## src/rtl/coalescing_event_queue_core_macros.svh

```systemverilog
// assertion macros used by coalescing_event_queue_core.sv
`ifndef COALESCING_EVENT_QUEUE_CORE_MACROS_SVH
`define COALESCING_EVENT_QUEUE_CORE_MACROS_SVH

// same-cycle implication, checked out of reset
`define CEQ_ASSERT_NOW(label, ante, cons) \
  label: assert property (@(posedge clk) disable iff (!rst_n) (ante) |-> (cons)) \
    else $error("ceq check failed");

// next-cycle implication, checked out of reset
`define CEQ_ASSERT_NEXT(label, ante, cons) \
  label: assert property (@(posedge clk) disable iff (!rst_n) (ante) |=> (cons)) \
    else $error("ceq check failed");

`endif

```

## src/rtl/ceq_pkg.sv

```systemverilog
package ceq_pkg;

  localparam int QUEUE_DEPTH = 16;
  localparam int PTR_W = $clog2(QUEUE_DEPTH);
  localparam int CNT_W = $clog2(QUEUE_DEPTH + 1);
  localparam int DROP_LEVEL = QUEUE_DEPTH - 2;

  typedef enum logic [2:0] {
    ST_APPENDED = 3'd0,
    ST_MERGED   = 3'd1,
    ST_DROPPED  = 3'd2,
    ST_DEQUEUED = 3'd3,
    ST_EMPTY    = 3'd4
  } status_t;

  typedef enum logic [0:0] {
    MODE_ENQ = 1'b0,
    MODE_DEQ = 1'b1
  } mode_t;

  typedef struct packed {
    logic        mode;
    logic [7:0]  command;
    logic [7:0]  object_type;
    logic [7:0]  object_index;
    logic [15:0] data_value;
  } in_item_t;

  typedef struct packed {
    status_t     status;
    logic [7:0]  out_command;
    logic [7:0]  out_object_type;
    logic [7:0]  out_object_index;
    logic [15:0] out_data_value;
  } out_item_t;

  typedef struct packed {
    logic [7:0]  command;
    logic [7:0]  object_type;
    logic [7:0]  object_index;
    logic [15:0] data_value;
  } entry_t;

  localparam int ENTRY_W = $bits(entry_t);

  typedef enum logic [2:0] {
    S_IDLE,
    S_CHECK,
    S_SEARCH,
    S_DEQ_DATA,
    S_RESULT
  } state_t;

  // controller to datapath
  typedef struct packed {
    logic    load;
    logic    search_start;
    logic    search_step;
    logic    merge;
    logic    append;
    logic    deq_read;
    logic    deq_finish;
    logic    set_res;
    status_t res_code;
    logic    publish;
  } dp_cmd_t;

  // datapath to controller
  typedef struct packed {
    logic mode;
    logic empty;
    logic full;
    logic hit;
    logic done;
    logic out_free;
  } dp_sts_t;

  function automatic logic [PTR_W-1:0] ptr_next(input logic [PTR_W-1:0] p);
    return (p == PTR_W'(QUEUE_DEPTH - 1)) ? '0 : p + 1'b1;
  endfunction

  function automatic logic [PTR_W-1:0] ptr_prev(input logic [PTR_W-1:0] p);
    return (p == '0) ? PTR_W'(QUEUE_DEPTH - 1) : p - 1'b1;
  endfunction

endpackage

```

## src/rtl/coalescing_event_queue_core.sv

```systemverilog
// Coalescing ring queue of display event frames, one result per input item.
// An enqueue is dropped when QUEUE_DEPTH - 2 frames are held; otherwise the
// held frames are searched newest to oldest for the same command, object type
// and object index, and a match only takes the new data, else the frame is
// appended. A dequeue returns the oldest frame or reports empty. Items are
// handled one at a time. An item is loaded in S_IDLE and checked in S_CHECK;
// an empty dequeue or a drop then goes straight to S_RESULT, a dequeue reads
// the oldest frame in S_DEQ_DATA, and an enqueue reads the held frames in
// S_SEARCH until a match or until all are read. S_RESULT moves the result
// into the output register once that is free, so a stalled output holds it
// back there. The search rate is set by the single read port of the entry
// memory, one entry per cycle. The next item is taken while a finished
// result still waits in the output register.
`include "coalescing_event_queue_core_macros.svh"

module coalescing_event_queue_core (
  input  logic                clk,
  input  logic                rst_n,
  input  logic                in_valid,
  output logic                in_ready,
  input  ceq_pkg::in_item_t   in_data,
  output logic                out_valid,
  input  logic                out_ready,
  output ceq_pkg::out_item_t  out_data
);

  import ceq_pkg::*;

  dp_cmd_t cmd;
  dp_sts_t sts;

  ceq_ctrl u_ctrl (
    .clk     (clk),
    .rst_n   (rst_n),
    .in_valid(in_valid),
    .in_ready(in_ready),
    .sts     (sts),
    .cmd     (cmd)
  );

  ceq_dp u_dp (
    .clk      (clk),
    .rst_n    (rst_n),
    .in_data  (in_data),
    .cmd      (cmd),
    .sts      (sts),
    .out_valid(out_valid),
    .out_ready(out_ready),
    .out_data (out_data)
  );

  `CEQ_ASSERT_NOW(a_publish_free, cmd.publish, (!out_valid || out_ready))
  `CEQ_ASSERT_NOW(a_one_update, 1'b1, $onehot0({cmd.merge, cmd.append, cmd.deq_finish}))
  `CEQ_ASSERT_NOW(a_append_room, cmd.append, !sts.full)
  `CEQ_ASSERT_NEXT(a_publish_valid, cmd.publish, out_valid)

endmodule

```

## src/rtl/ceq_ram.sv

```systemverilog
module ceq_ram #(
  parameter int WIDTH = 40,
  parameter int DEPTH = 16
) (
  input  logic                     clk,
  input  logic                     we,
  input  logic [$clog2(DEPTH)-1:0] waddr,
  input  logic [WIDTH-1:0]         wdata,
  input  logic                     re,
  input  logic [$clog2(DEPTH)-1:0] raddr,
  output logic [WIDTH-1:0]         rdata
);

  logic [WIDTH-1:0] mem_r [DEPTH];
  logic [WIDTH-1:0] rdata_r;

  always_ff @(posedge clk) begin
    if (we) begin
      mem_r[waddr] <= wdata;
    end
    if (re) begin
      rdata_r <= mem_r[raddr];
    end
  end

  assign rdata = rdata_r;

endmodule

```

## src/rtl/ceq_dp.sv

```systemverilog
module ceq_dp (
  input  logic                clk,
  input  logic                rst_n,
  input  ceq_pkg::in_item_t   in_data,
  input  ceq_pkg::dp_cmd_t    cmd,
  output ceq_pkg::dp_sts_t    sts,
  output logic                out_valid,
  input  logic                out_ready,
  output ceq_pkg::out_item_t  out_data
);

  import ceq_pkg::*;

  in_item_t         item_r;
  logic [CNT_W-1:0] cnt_r, cnt_nxt;
  logic [PTR_W-1:0] wptr_r, wptr_nxt;
  logic [PTR_W-1:0] rptr_r, rptr_nxt;
  logic [PTR_W-1:0] sptr_r, sptr_nxt;
  logic [CNT_W-1:0] scnt_r, scnt_nxt;
  logic             pend_r, pend_nxt;
  logic [PTR_W-1:0] paddr_r, paddr_nxt;
  out_item_t        res_r;
  out_item_t        out_r;
  logic             out_valid_r, out_valid_nxt;

  logic             ram_we, ram_re;
  logic [PTR_W-1:0] ram_waddr, ram_raddr;
  logic [ENTRY_W-1:0] ram_wdata, ram_rdata;
  entry_t           rd_entry;
  entry_t           wr_entry;
  logic             issue;

  assign rd_entry = entry_t'(ram_rdata);

  assign wr_entry.command      = item_r.command;
  assign wr_entry.object_type  = item_r.object_type;
  assign wr_entry.object_index = item_r.object_index;
  assign wr_entry.data_value   = item_r.data_value;

  assign issue     = cmd.search_step && (scnt_r != '0);
  assign ram_re    = cmd.deq_read || issue;
  assign ram_raddr = cmd.deq_read ? rptr_r : ptr_prev(sptr_r);
  assign ram_we    = cmd.merge || cmd.append;
  assign ram_waddr = cmd.merge ? paddr_r : wptr_r;
  assign ram_wdata = ENTRY_W'(wr_entry);

  ceq_ram #(
    .WIDTH(ENTRY_W),
    .DEPTH(QUEUE_DEPTH)
  ) u_ram (
    .clk  (clk),
    .we   (ram_we),
    .waddr(ram_waddr),
    .wdata(ram_wdata),
    .re   (ram_re),
    .raddr(ram_raddr),
    .rdata(ram_rdata)
  );

  always_comb begin
    sts.mode     = item_r.mode;
    sts.empty    = (cnt_r == '0);
    sts.full     = (cnt_r >= CNT_W'(DROP_LEVEL));
    sts.hit      = pend_r
                   && (rd_entry.command == item_r.command)
                   && (rd_entry.object_type == item_r.object_type)
                   && (rd_entry.object_index == item_r.object_index);
    sts.done     = !pend_r && (scnt_r == '0);
    sts.out_free = !out_valid_r || out_ready;
  end

  always_comb begin
    cnt_nxt       = cnt_r;
    wptr_nxt      = wptr_r;
    rptr_nxt      = rptr_r;
    sptr_nxt      = sptr_r;
    scnt_nxt      = scnt_r;
    pend_nxt      = pend_r;
    paddr_nxt     = paddr_r;
    out_valid_nxt = out_valid_r;

    if (cmd.search_start) begin
      sptr_nxt = wptr_r;
      scnt_nxt = cnt_r;
      pend_nxt = 1'b0;
    end
    // newest to oldest, one read issued and one compared per cycle
    if (cmd.search_step) begin
      pend_nxt = issue;
      if (issue) begin
        sptr_nxt  = ptr_prev(sptr_r);
        paddr_nxt = ptr_prev(sptr_r);
        scnt_nxt  = scnt_r - 1'b1;
      end
    end
    if (cmd.append) begin
      wptr_nxt = ptr_next(wptr_r);
      cnt_nxt  = cnt_r + 1'b1;
    end
    if (cmd.deq_finish) begin
      rptr_nxt = ptr_next(rptr_r);
      cnt_nxt  = cnt_r - 1'b1;
    end
    if (out_ready) begin
      out_valid_nxt = 1'b0;
    end
    if (cmd.publish) begin
      out_valid_nxt = 1'b1;
    end
  end

  always_ff @(posedge clk) begin
    if (!rst_n) begin
      cnt_r       <= '0;
      wptr_r      <= '0;
      rptr_r      <= '0;
      sptr_r      <= '0;
      scnt_r      <= '0;
      pend_r      <= 1'b0;
      paddr_r     <= '0;
      out_valid_r <= 1'b0;
    end else begin
      cnt_r       <= cnt_nxt;
      wptr_r      <= wptr_nxt;
      rptr_r      <= rptr_nxt;
      sptr_r      <= sptr_nxt;
      scnt_r      <= scnt_nxt;
      pend_r      <= pend_nxt;
      paddr_r     <= paddr_nxt;
      out_valid_r <= out_valid_nxt;
    end
  end

  always_ff @(posedge clk) begin
    if (cmd.load) begin
      item_r <= in_data;
    end
    if (cmd.set_res) begin
      res_r.status <= cmd.res_code;
      if (cmd.deq_finish) begin
        res_r.out_command      <= rd_entry.command;
        res_r.out_object_type  <= rd_entry.object_type;
        res_r.out_object_index <= rd_entry.object_index;
        res_r.out_data_value   <= rd_entry.data_value;
      end else begin
        res_r.out_command      <= '0;
        res_r.out_object_type  <= '0;
        res_r.out_object_index <= '0;
        res_r.out_data_value   <= '0;
      end
    end
    if (cmd.publish) begin
      out_r <= res_r;
    end
  end

  assign out_valid = out_valid_r;
  assign out_data  = out_r;

endmodule

```

## src/rtl/ceq_ctrl.sv

```systemverilog
module ceq_ctrl (
  input  logic              clk,
  input  logic              rst_n,
  input  logic              in_valid,
  output logic              in_ready,
  input  ceq_pkg::dp_sts_t  sts,
  output ceq_pkg::dp_cmd_t  cmd
);

  import ceq_pkg::*;

  state_t state_r, state_nxt;

  always_ff @(posedge clk) begin
    if (!rst_n) begin
      state_r <= S_IDLE;
    end else begin
      state_r <= state_nxt;
    end
  end

  always_comb begin
    state_nxt = state_r;
    cmd       = '0;
    cmd.res_code = ST_APPENDED;
    in_ready  = 1'b0;

    case (state_r)
      S_IDLE: begin
        in_ready = 1'b1;
        if (in_valid) begin
          cmd.load  = 1'b1;
          state_nxt = S_CHECK;
        end
      end
      S_CHECK: begin
        if (sts.mode == MODE_DEQ) begin
          if (sts.empty) begin
            cmd.set_res  = 1'b1;
            cmd.res_code = ST_EMPTY;
            state_nxt    = S_RESULT;
          end else begin
            cmd.deq_read = 1'b1;
            state_nxt    = S_DEQ_DATA;
          end
        end else if (sts.full) begin
          // full check comes before any search
          cmd.set_res  = 1'b1;
          cmd.res_code = ST_DROPPED;
          state_nxt    = S_RESULT;
        end else begin
          cmd.search_start = 1'b1;
          state_nxt        = S_SEARCH;
        end
      end
      S_SEARCH: begin
        if (sts.hit) begin
          cmd.merge    = 1'b1;
          cmd.set_res  = 1'b1;
          cmd.res_code = ST_MERGED;
          state_nxt    = S_RESULT;
        end else if (sts.done) begin
          cmd.append   = 1'b1;
          cmd.set_res  = 1'b1;
          cmd.res_code = ST_APPENDED;
          state_nxt    = S_RESULT;
        end else begin
          cmd.search_step = 1'b1;
        end
      end
      S_DEQ_DATA: begin
        cmd.deq_finish = 1'b1;
        cmd.set_res    = 1'b1;
        cmd.res_code   = ST_DEQUEUED;
        state_nxt      = S_RESULT;
      end
      S_RESULT: begin
        if (sts.out_free) begin
          cmd.publish = 1'b1;
          state_nxt   = S_IDLE;
        end
      end
      default: begin
        state_nxt = S_IDLE;
      end
    endcase
  end

endmodule
```

## config.mk

```make
export PLATFORM = sky130hd
export DESIGN_NAME = coalescing_event_queue_core
export DESIGN_NICKNAME = d
export VERILOG_FILES = /design/src/rtl/ceq_pkg.sv /design/src/rtl/coalescing_event_queue_core.sv /design/src/rtl/ceq_ram.sv /design/src/rtl/ceq_dp.sv /design/src/rtl/ceq_ctrl.sv
export VERILOG_INCLUDE_DIRS = /design/src /design/src/rtl
export SDC_FILE = /design/constraint.sdc
export NUM_CORES = 1
export LEC_CHECK = 0
export BUFFER_PORTS_ARGS = -buffer_cell sky130_fd_sc_hd__clkbuf_2
export CORE_MARGIN = 1
export CORE_UTILIZATION = 55
export CTS_CLUSTER_SIZE = 8
export DETAILED_ROUTE_END_ITERATION = 8
export HOLD_SLACK_MARGIN = 0.12
export PLACE_DENSITY = 0.84
export SLEW_MARGIN = 0
export SYNTH_ARGS = -nofsm -noshare
export SYNTH_HDL_FRONTEND = slang
export SYNTH_SLANG_ARGS = --single-unit
```

## constraint.sdc

```tcl
create_clock -name clk -period 4.6 [get_ports clk]
set_input_delay 0.92 -clock clk [delete_from_list [all_inputs] [get_ports clk]]
set_output_delay 0.92 -clock clk [all_outputs]
set_load 0.02 [all_outputs]
```

=== Word-level counts from Yosys, hierarchy flattened ===
Memories as Yosys holds them, arrays and structs flattened. A register that Yosys moved wholly into a read port is not among the register bits.
Index checks and enable logic that the tools add are counted.

* Latch bits: 0
* Input port bits: 45
* Memory bits (read-only): 0
* Output and inout bits: 45
* Register bits: 158
* Memories kept: 1
* Word-level logic and storage cells: 115
* Memory bits (writable): 640

* Shift-type cells: 0
* Reduce and logical (&&, ||, !) cells: 20
* Equality and inequality tests: 12
* $lt $le $gt $ge: 1
* Muxes and demuxes: 51
* Bitwise gates (word level): 0
* $mul: 0
* Add/subtract/negate cells: 6
* Divide/modulo/power cells: 0

{| class="wikitable"
|+ Memory list
! name !! depth !! width !! rd ports !! clocked after memory_dff !! write ports !! line !! source
|-
| u_dp.u_ram.mem_r || 16 || 40 || 1 || 1 || 1 || ceq_ram.sv:14 || <nowiki>logic [WIDTH-1:0] mem_r [DEPTH];</nowiki>
|}

{| class="wikitable"
|+ Operator list
! kind !! count
|-
| $mux 4 || 13
|-
| $mux 5 || 5
|-
| $eq 8x8->1 || 3
|-
| $mux 3 || 8
|-
| $mux 1 || 23
|-
| $pmux 3 s5 || 1
|-
| $pmux 4 s3 || 1
|-
| $logic_not 5->1 || 2
|-
| $sub 5x1->5 const B || 2
|-
| $add 4x1->4 const B || 2
|-
| $eq 4x4->1 const B || 2
|-
| $eq 3x2->1 const B || 2
|-
| $reduce_bool 2->1 || 3
|-
| $add 5x1->5 const B || 1
|-
| $ge 5x4->1 const B || 1
|-
| $logic_and 1x1->1 || 5
|-
| $reduce_bool 5->1 || 1
|-
| $logic_not 4->1 || 1
|-
| $ne 2x2->1 const B || 2
|-
| $sub 4x1->4 const B || 1
|-
| $eq 3x1->1 const B || 1
|-
| $eq 3x3->1 const B || 1
|-
| $logic_not 3->1 || 1
|-
| $logic_or 1x1->1 || 3
|-
| other kinds (4) || 5
|}

=== Depth between registers and ports, before layout ===
* Depth after elaboration: 9
* Depth in mapped cells: 11
* Depth with buffers taken out: 10

=== Hierarchy ===
From an unflattened synthesis, not the netlist that was laid out.

* Cell total of the unflattened synthesis: 1471
* Area total of the unflattened synthesis: 31799.2 um^2

{| class="wikitable"
|+ By module, submodules not included
! module !! times used !! area each (um^2) !! cells an instance !! seq. area each (um^2)
|-
| ceq_ram || 1 || 25532.0 || 1040 || 20419.6
|-
| ceq_dp || 1 || 5933.2 || 389 || 4374.2
|-
| ceq_ctrl || 1 || 334.1 || 42 || 60.1
|}

=== Worst setup path before layout ===
No wires, ideal clock.

* Kind: reg2reg
* From: register u_dp.item_r[25] in the netlist's numbering
* To: memory u_dp.u_ram.mem_r[7][0] (enable)
* Slack: -0.435 ns
* Arrival time: 4.542 ns
* Setup time: 0.493 ns
* Required time: 4.107 ns
* Cell stages (with the launch flop): 7
* Clock period less this slack: 5.035 ns
* Path buffers: 0
* Path through: edfxtp_1 xnor2_1 nand4_1 nor3_1 nand2_1 or3_1 o21ai_0

* Word-level cells in the longest chain between the ends: 8
* Elaborated cells on any way between the ends: 10
* Those cells by class: 1 x eq/ne; 6 x mux; 3 x reduce/logical

{| class="wikitable"
|+ RTL lines
! what !! line !! source
|-
| start: declaration || ceq_dp.sv:14 || <nowiki>in_item_t item_r;</nowiki>
|-
| start signal: assignment || ceq_dp.sv:136 || <nowiki>item_r <= in_data;</nowiki>
|-
| $eq 8x8->1 * || ceq_dp.sv:66 || <nowiki>&& (rd_entry.object_type == item_r.object_type)</nowiki>
|-
| $logic_and 1x1->1 * || ceq_dp.sv:66 ||
|-
| $logic_and 1x1->1 * || ceq_dp.sv:67 || <nowiki>&& (rd_entry.object_index == item_r.object_index);</nowiki>
|-
| $mux 1 || ceq_ctrl.sv:57 || <nowiki>if (sts.hit) begin</nowiki>
|-
| $mux 3 * || ceq_ctrl.sv:28 || <nowiki>case (state_r)</nowiki>
|-
| $logic_or 1x1->1 || ceq_dp.sv:43 || <nowiki>assign ram_we = cmd.merge || cmd.append;</nowiki>
|-
| $mux 1 || ceq_ram.sv:18 || <nowiki>if (we) begin</nowiki>
|-
| $mux 1 (implied by the code) || ceq_ram.sv:19 || <nowiki>mem_r[waddr] <= wdata;</nowiki>
|-
| end: declaration || ceq_ram.sv:14 ||
|}

Every way passes the cells marked *; elsewhere a longest branch is shown, timed or not.

=== Worst setup path after layout ===
* From: register u_ctrl.state_r[1]
* To: register u_dp.u_ram.rdata_r[16] (netlist: u_dp.u_ram.rdata[16]), read port of u_dp.u_ram.mem_r, data pin

* Word-level cells in the longest chain between the ends: 4
* Elaborated cells on any way between the ends: 7
* Those cells by class: 2 x eq/ne; 3 x mux; 2 x reduce/logical

{| class="wikitable"
|+ RTL lines
! what !! line !! source
|-
| start: declaration || ceq_ctrl.sv:12 || <nowiki>state_t state_r, state_nxt;</nowiki>
|-
| start signal: assignment || ceq_ctrl.sv:18 || <nowiki>state_r <= state_nxt;</nowiki>
|-
| $eq 3x2->1 || ceq_ctrl.sv:28 ||
|-
| $mux 3 || ceq_ctrl.sv:28 ||
|-
| $logic_and 1x1->1 || ceq_dp.sv:40 || <nowiki>assign issue = cmd.search_step && (scnt_r != '0);</nowiki>
|-
| $logic_or 1x1->1 || ceq_dp.sv:41 || <nowiki>assign ram_re = cmd.deq_read || issue;</nowiki>
|-
| end: declaration || ceq_ram.sv:15 || <nowiki>logic [WIDTH-1:0] rdata_r;</nowiki>
|}

Parallel ways exist; a longest one is shown, timed or not.
A chain may end at the register's enable or synchronous reset.

==> reports/results.ini <==
[worst_setup_path]
cp-startpoint = u_ctrl.state_r[1]$_SDFFE_PN0P_
endpoint = u_dp.u_ram.rdata[16]$_DFFE_PP_
r2r_slack_ps = 620
worstPathMaxFanout = 26
cp_num_buf_inv = 1
critPathKind = flop to flop
crit_path_cell_trace = nand4bb_4, a21oi_2, nor3_1, a21oi_4, buf_4, o22ai_1, or4_1
ff2ff_path_depth = 7
max_stage_delay_ps = 770
critical_path.top_delay_family = compound AO/OA/AOI/OAI gates
cp_data_required_time_ps = 4980
startpoint_type = flop
rr_endpoint = u_dp.u_ram.rdata[16]$_DFFE_PP_
path_depth = 7
end_kind = flop
timing.rr.start = u_ctrl.state_r[1]$_SDFFE_PN0P_
slowest_stage = a21oi_2
arrival_ps = 4370

[status]
status = completed

[synth]
yosysSeqAreaShare_pct = 77.6
synthArstFlopShare_pct = 0
syn_avg_cell_area_um2 = 18.0
synthesis.area_um2 = 32000
yosys.area.top_type = edfxtp_1
synth-seq-cells = 838
synth_flop_cell = edfxtp_1
synthCells = 1774
synth_nets = 1828
synth_top_area_share_pct = 75.7
synth_edf_count = 807
ys_types = 56
synthTopCellsByArea = edfxtp_1 76%, mux2i_1 10%, o22ai_1 3.5%
synth_warnings = 0

[routing]
wl_per_cell_um = 27.5
drtIter0Drc = 2242
via_per_inst = 6.44
drc = 0
drtPass1Iterations = 6
wirelength_um = 75300
vias = 17600
antenna_left = 0

[cts]
cts_hold_buf = 0
h-tree-depth = 3
postCtsSetupRepairBufs = 0
root_buffer = clkbuf_16
tritoncts.num_buffers = 114
cts_resized = 0
cts.path.max_buffers = 3
clock_latency_ps = 670
clk_pin_slew_worst_paths_ps = 50
cts.sinks = 838
cts_tree = built

[floorplan]
ios = 90
initial_core_util_pct = 55.6
die_w_um = 243
die_h_um = 243
dieArea_um2 = 59200
core_um2 = 57600
rows = 88

[final_layout]
final.fill_count = 3703
drive_gt1_share_pct = 15.8
fin_util_pct = 63.9
antennaDiodeCount = 0
fin_nets = 1997
multi_input_area_um2 = 6850
regArea_um2 = 24900
syn2layout_area_growth_pct = 15.0
fin_cells = 2738

[sta]
clock.fmax_ghz = 0.251
finalMaxSlewViolations = 0
max-slew-margin-rel_pct = 19.2
setup_slack_ps = 616
setup-violations-final = 0
period_share_pct = 86.6
period_needed_ps = 3980
rsz0062_at_grt = false
timing_hold_violations_final = 0
finalClockSkew_ps = 34.9
fin_tns_setup_ps = 0
worst_pin_slew_ps = 1210

[place]
dp.cells = 2592
gp_congestion = 0.893
dp_hpwl_um = 40700
io_buffers = 89
pre_cts_ws_ps = 730

[power_and_ir_drop]
ir_drop_mv = 0.305
power_density_nw_per_um2 = 489
power_leakage_nw = 13.9

[global_route]
grt_pass1_wl_um = 112000
overflow = 0
grt_antenna_before_repair = 0
grt_pass1_vias = 17900
grt_max_degree = 57
grt_usage_pct = 25.5

[flow_run]
cap_violations = 0

[min_path]
hp-class = flop to flop

stage by stage:
stage / total power [mW] / hold slack (ps) / area, µm²
final: 18.0 / 410 / 36800
after global routing: 18.5 / 417 / 36800
after CTS: 18.0 / 406 / 36800
after detailed placement: 10.7 / 405 / 33700
after global placement: 10.6 / 404 / 33700
after floorplan: 10.3 / 400 / 32000
cell usage in the layout, fill, tap and decap left out, types with 25 or more instances in the layout:
cell / Yosys / routed
nor2_1: 27 / 27
clkbuf_2: 0 / 89
or4_1: 41 / 41
clkbuf_1: 33 / 25
and3_1: 42 / 41
buf_4: 15 / 49
xnor2_1: 29 / 29
mux2i_1: 320 / 320
o22ai_1: 178 / 163
edfxtp_1: 807 / 807
nand2_1: 34 / 34
clkbuf_16: 0 / 116
dfxtp_1: 31 / 30
how the worst min path moves through the flow:
stage	start	to	slack, ps	depth (start not counted)
global placement	u_dp.res_r[33]$_SDFFCE_PN0P_	u_dp.out_data[33]$_DFFE_PP_	400	0
detailed placement	u_dp.res_r[19]$_SDFFCE_PN0P_	u_dp.out_data[19]$_DFFE_PP_	400	0
global route	u_dp.res_r[29]$_SDFFCE_PN0P_	u_dp.out_data[29]$_DFFE_PP_	420	0
finish	u_dp.res_r[34]$_SDFFCE_PN0P_	u_dp.out_data[34]$_DFFE_PP_	410	0
CTS	u_dp.res_r[31]$_SDFFCE_PN0P_	u_dp.out_data[31]$_DFFE_PP_	410	0
floorplan	u_dp.res_r[0]$_SDFFCE_PN0P_	u_dp.out_data[0]$_DFFE_PP_	400	0
cells in the mapped netlist (4+ instances only):
| cell type | number |
|---|---|
| a22oi_1 | 4 |
| or4_1 | 41 |
| buf_6 | 20 |
| o22ai_1 | 178 |
| nor2_1 | 27 |
| nor3_1 | 10 |
| a31oi_1 | 4 |
| o21ai_0 | 9 |
| nor2b_1 | 5 |
| dfxtp_1 | 31 |
| xnor2_1 | 29 |
| edfxtp_1 | 807 |
| buf_2 | 28 |
| and3_1 | 42 |
| nand2b_1 | 11 |
| o221ai_1 | 4 |
| nand4_1 | 6 |
| ha_1 | 8 |
| mux2i_1 | 320 |
| nor4_1 | 5 |
| or3_1 | 6 |
| buf_4 | 15 |
| or2_2 | 4 |
| nand3_1 | 9 |
| nand2_1 | 34 |
| a21oi_1 | 24 |
| inv_1 | 11 |
| o211a_1 | 4 |
| clkbuf_1 | 33 |
layout make-up:
cell class | instances | area share, %
flip-flops and latches | 838 | 67.5
inverters | 11 | 0.112
well taps | 765 | 2.60
multi-input cells | 829 | 18.6
clock buffers | 141 | 8.14
clock inverters | 5 | 0.170
repair buffers | 149 | 2.81
layer usage:
metal  vias to the layer above  GRT usage (%)  part of all wire, %
met5                         -              0                    0
met4                         0           9.64                  2.7
met3                       150           5.64                   11
met2                      1216           40.6                   48
met1                      8819           34.5                   38
li1                       7452              -                    -
power by group:
group	internal, mW	switching [mW]	total [mW]
Combinational	0.704	1.05	1.76
Sequential	8.69	0.188	8.88
Clock	4.46	2.91	7.37
Total	13.9	4.15	18.0
sequential cells by signal, summed over array words and instances (netlist names), 3 cells and up:
signal,cells
u_dp.scnt_r,5
u_dp.u_ram.mem_r,640
u_dp.res_r,43
u_dp.out_data,43
u_ctrl.state_r,3
u_dp.sptr_r,4
u_dp.cnt_r,5
u_dp.wptr_r,4
u_dp.item_r,40
u_dp.paddr_r,4
u_dp.rptr_r,4
u_dp.u_ram.rdata,40
cell families after synthesis:
logic type                 Yosys count  share of synthesized area, %
AOI/OAI and AO/OA                  257                          5.18
adders and majority gates            9                         0.375
DFF                                838                          77.6
muxes                              320                          10.0
and+or+nand+nor                    212                          3.94
xor gates and xnor gates            31                         0.848
buffers and inverters              107                          2.01
Note: power is estimated with default switching activity, not from simulation.
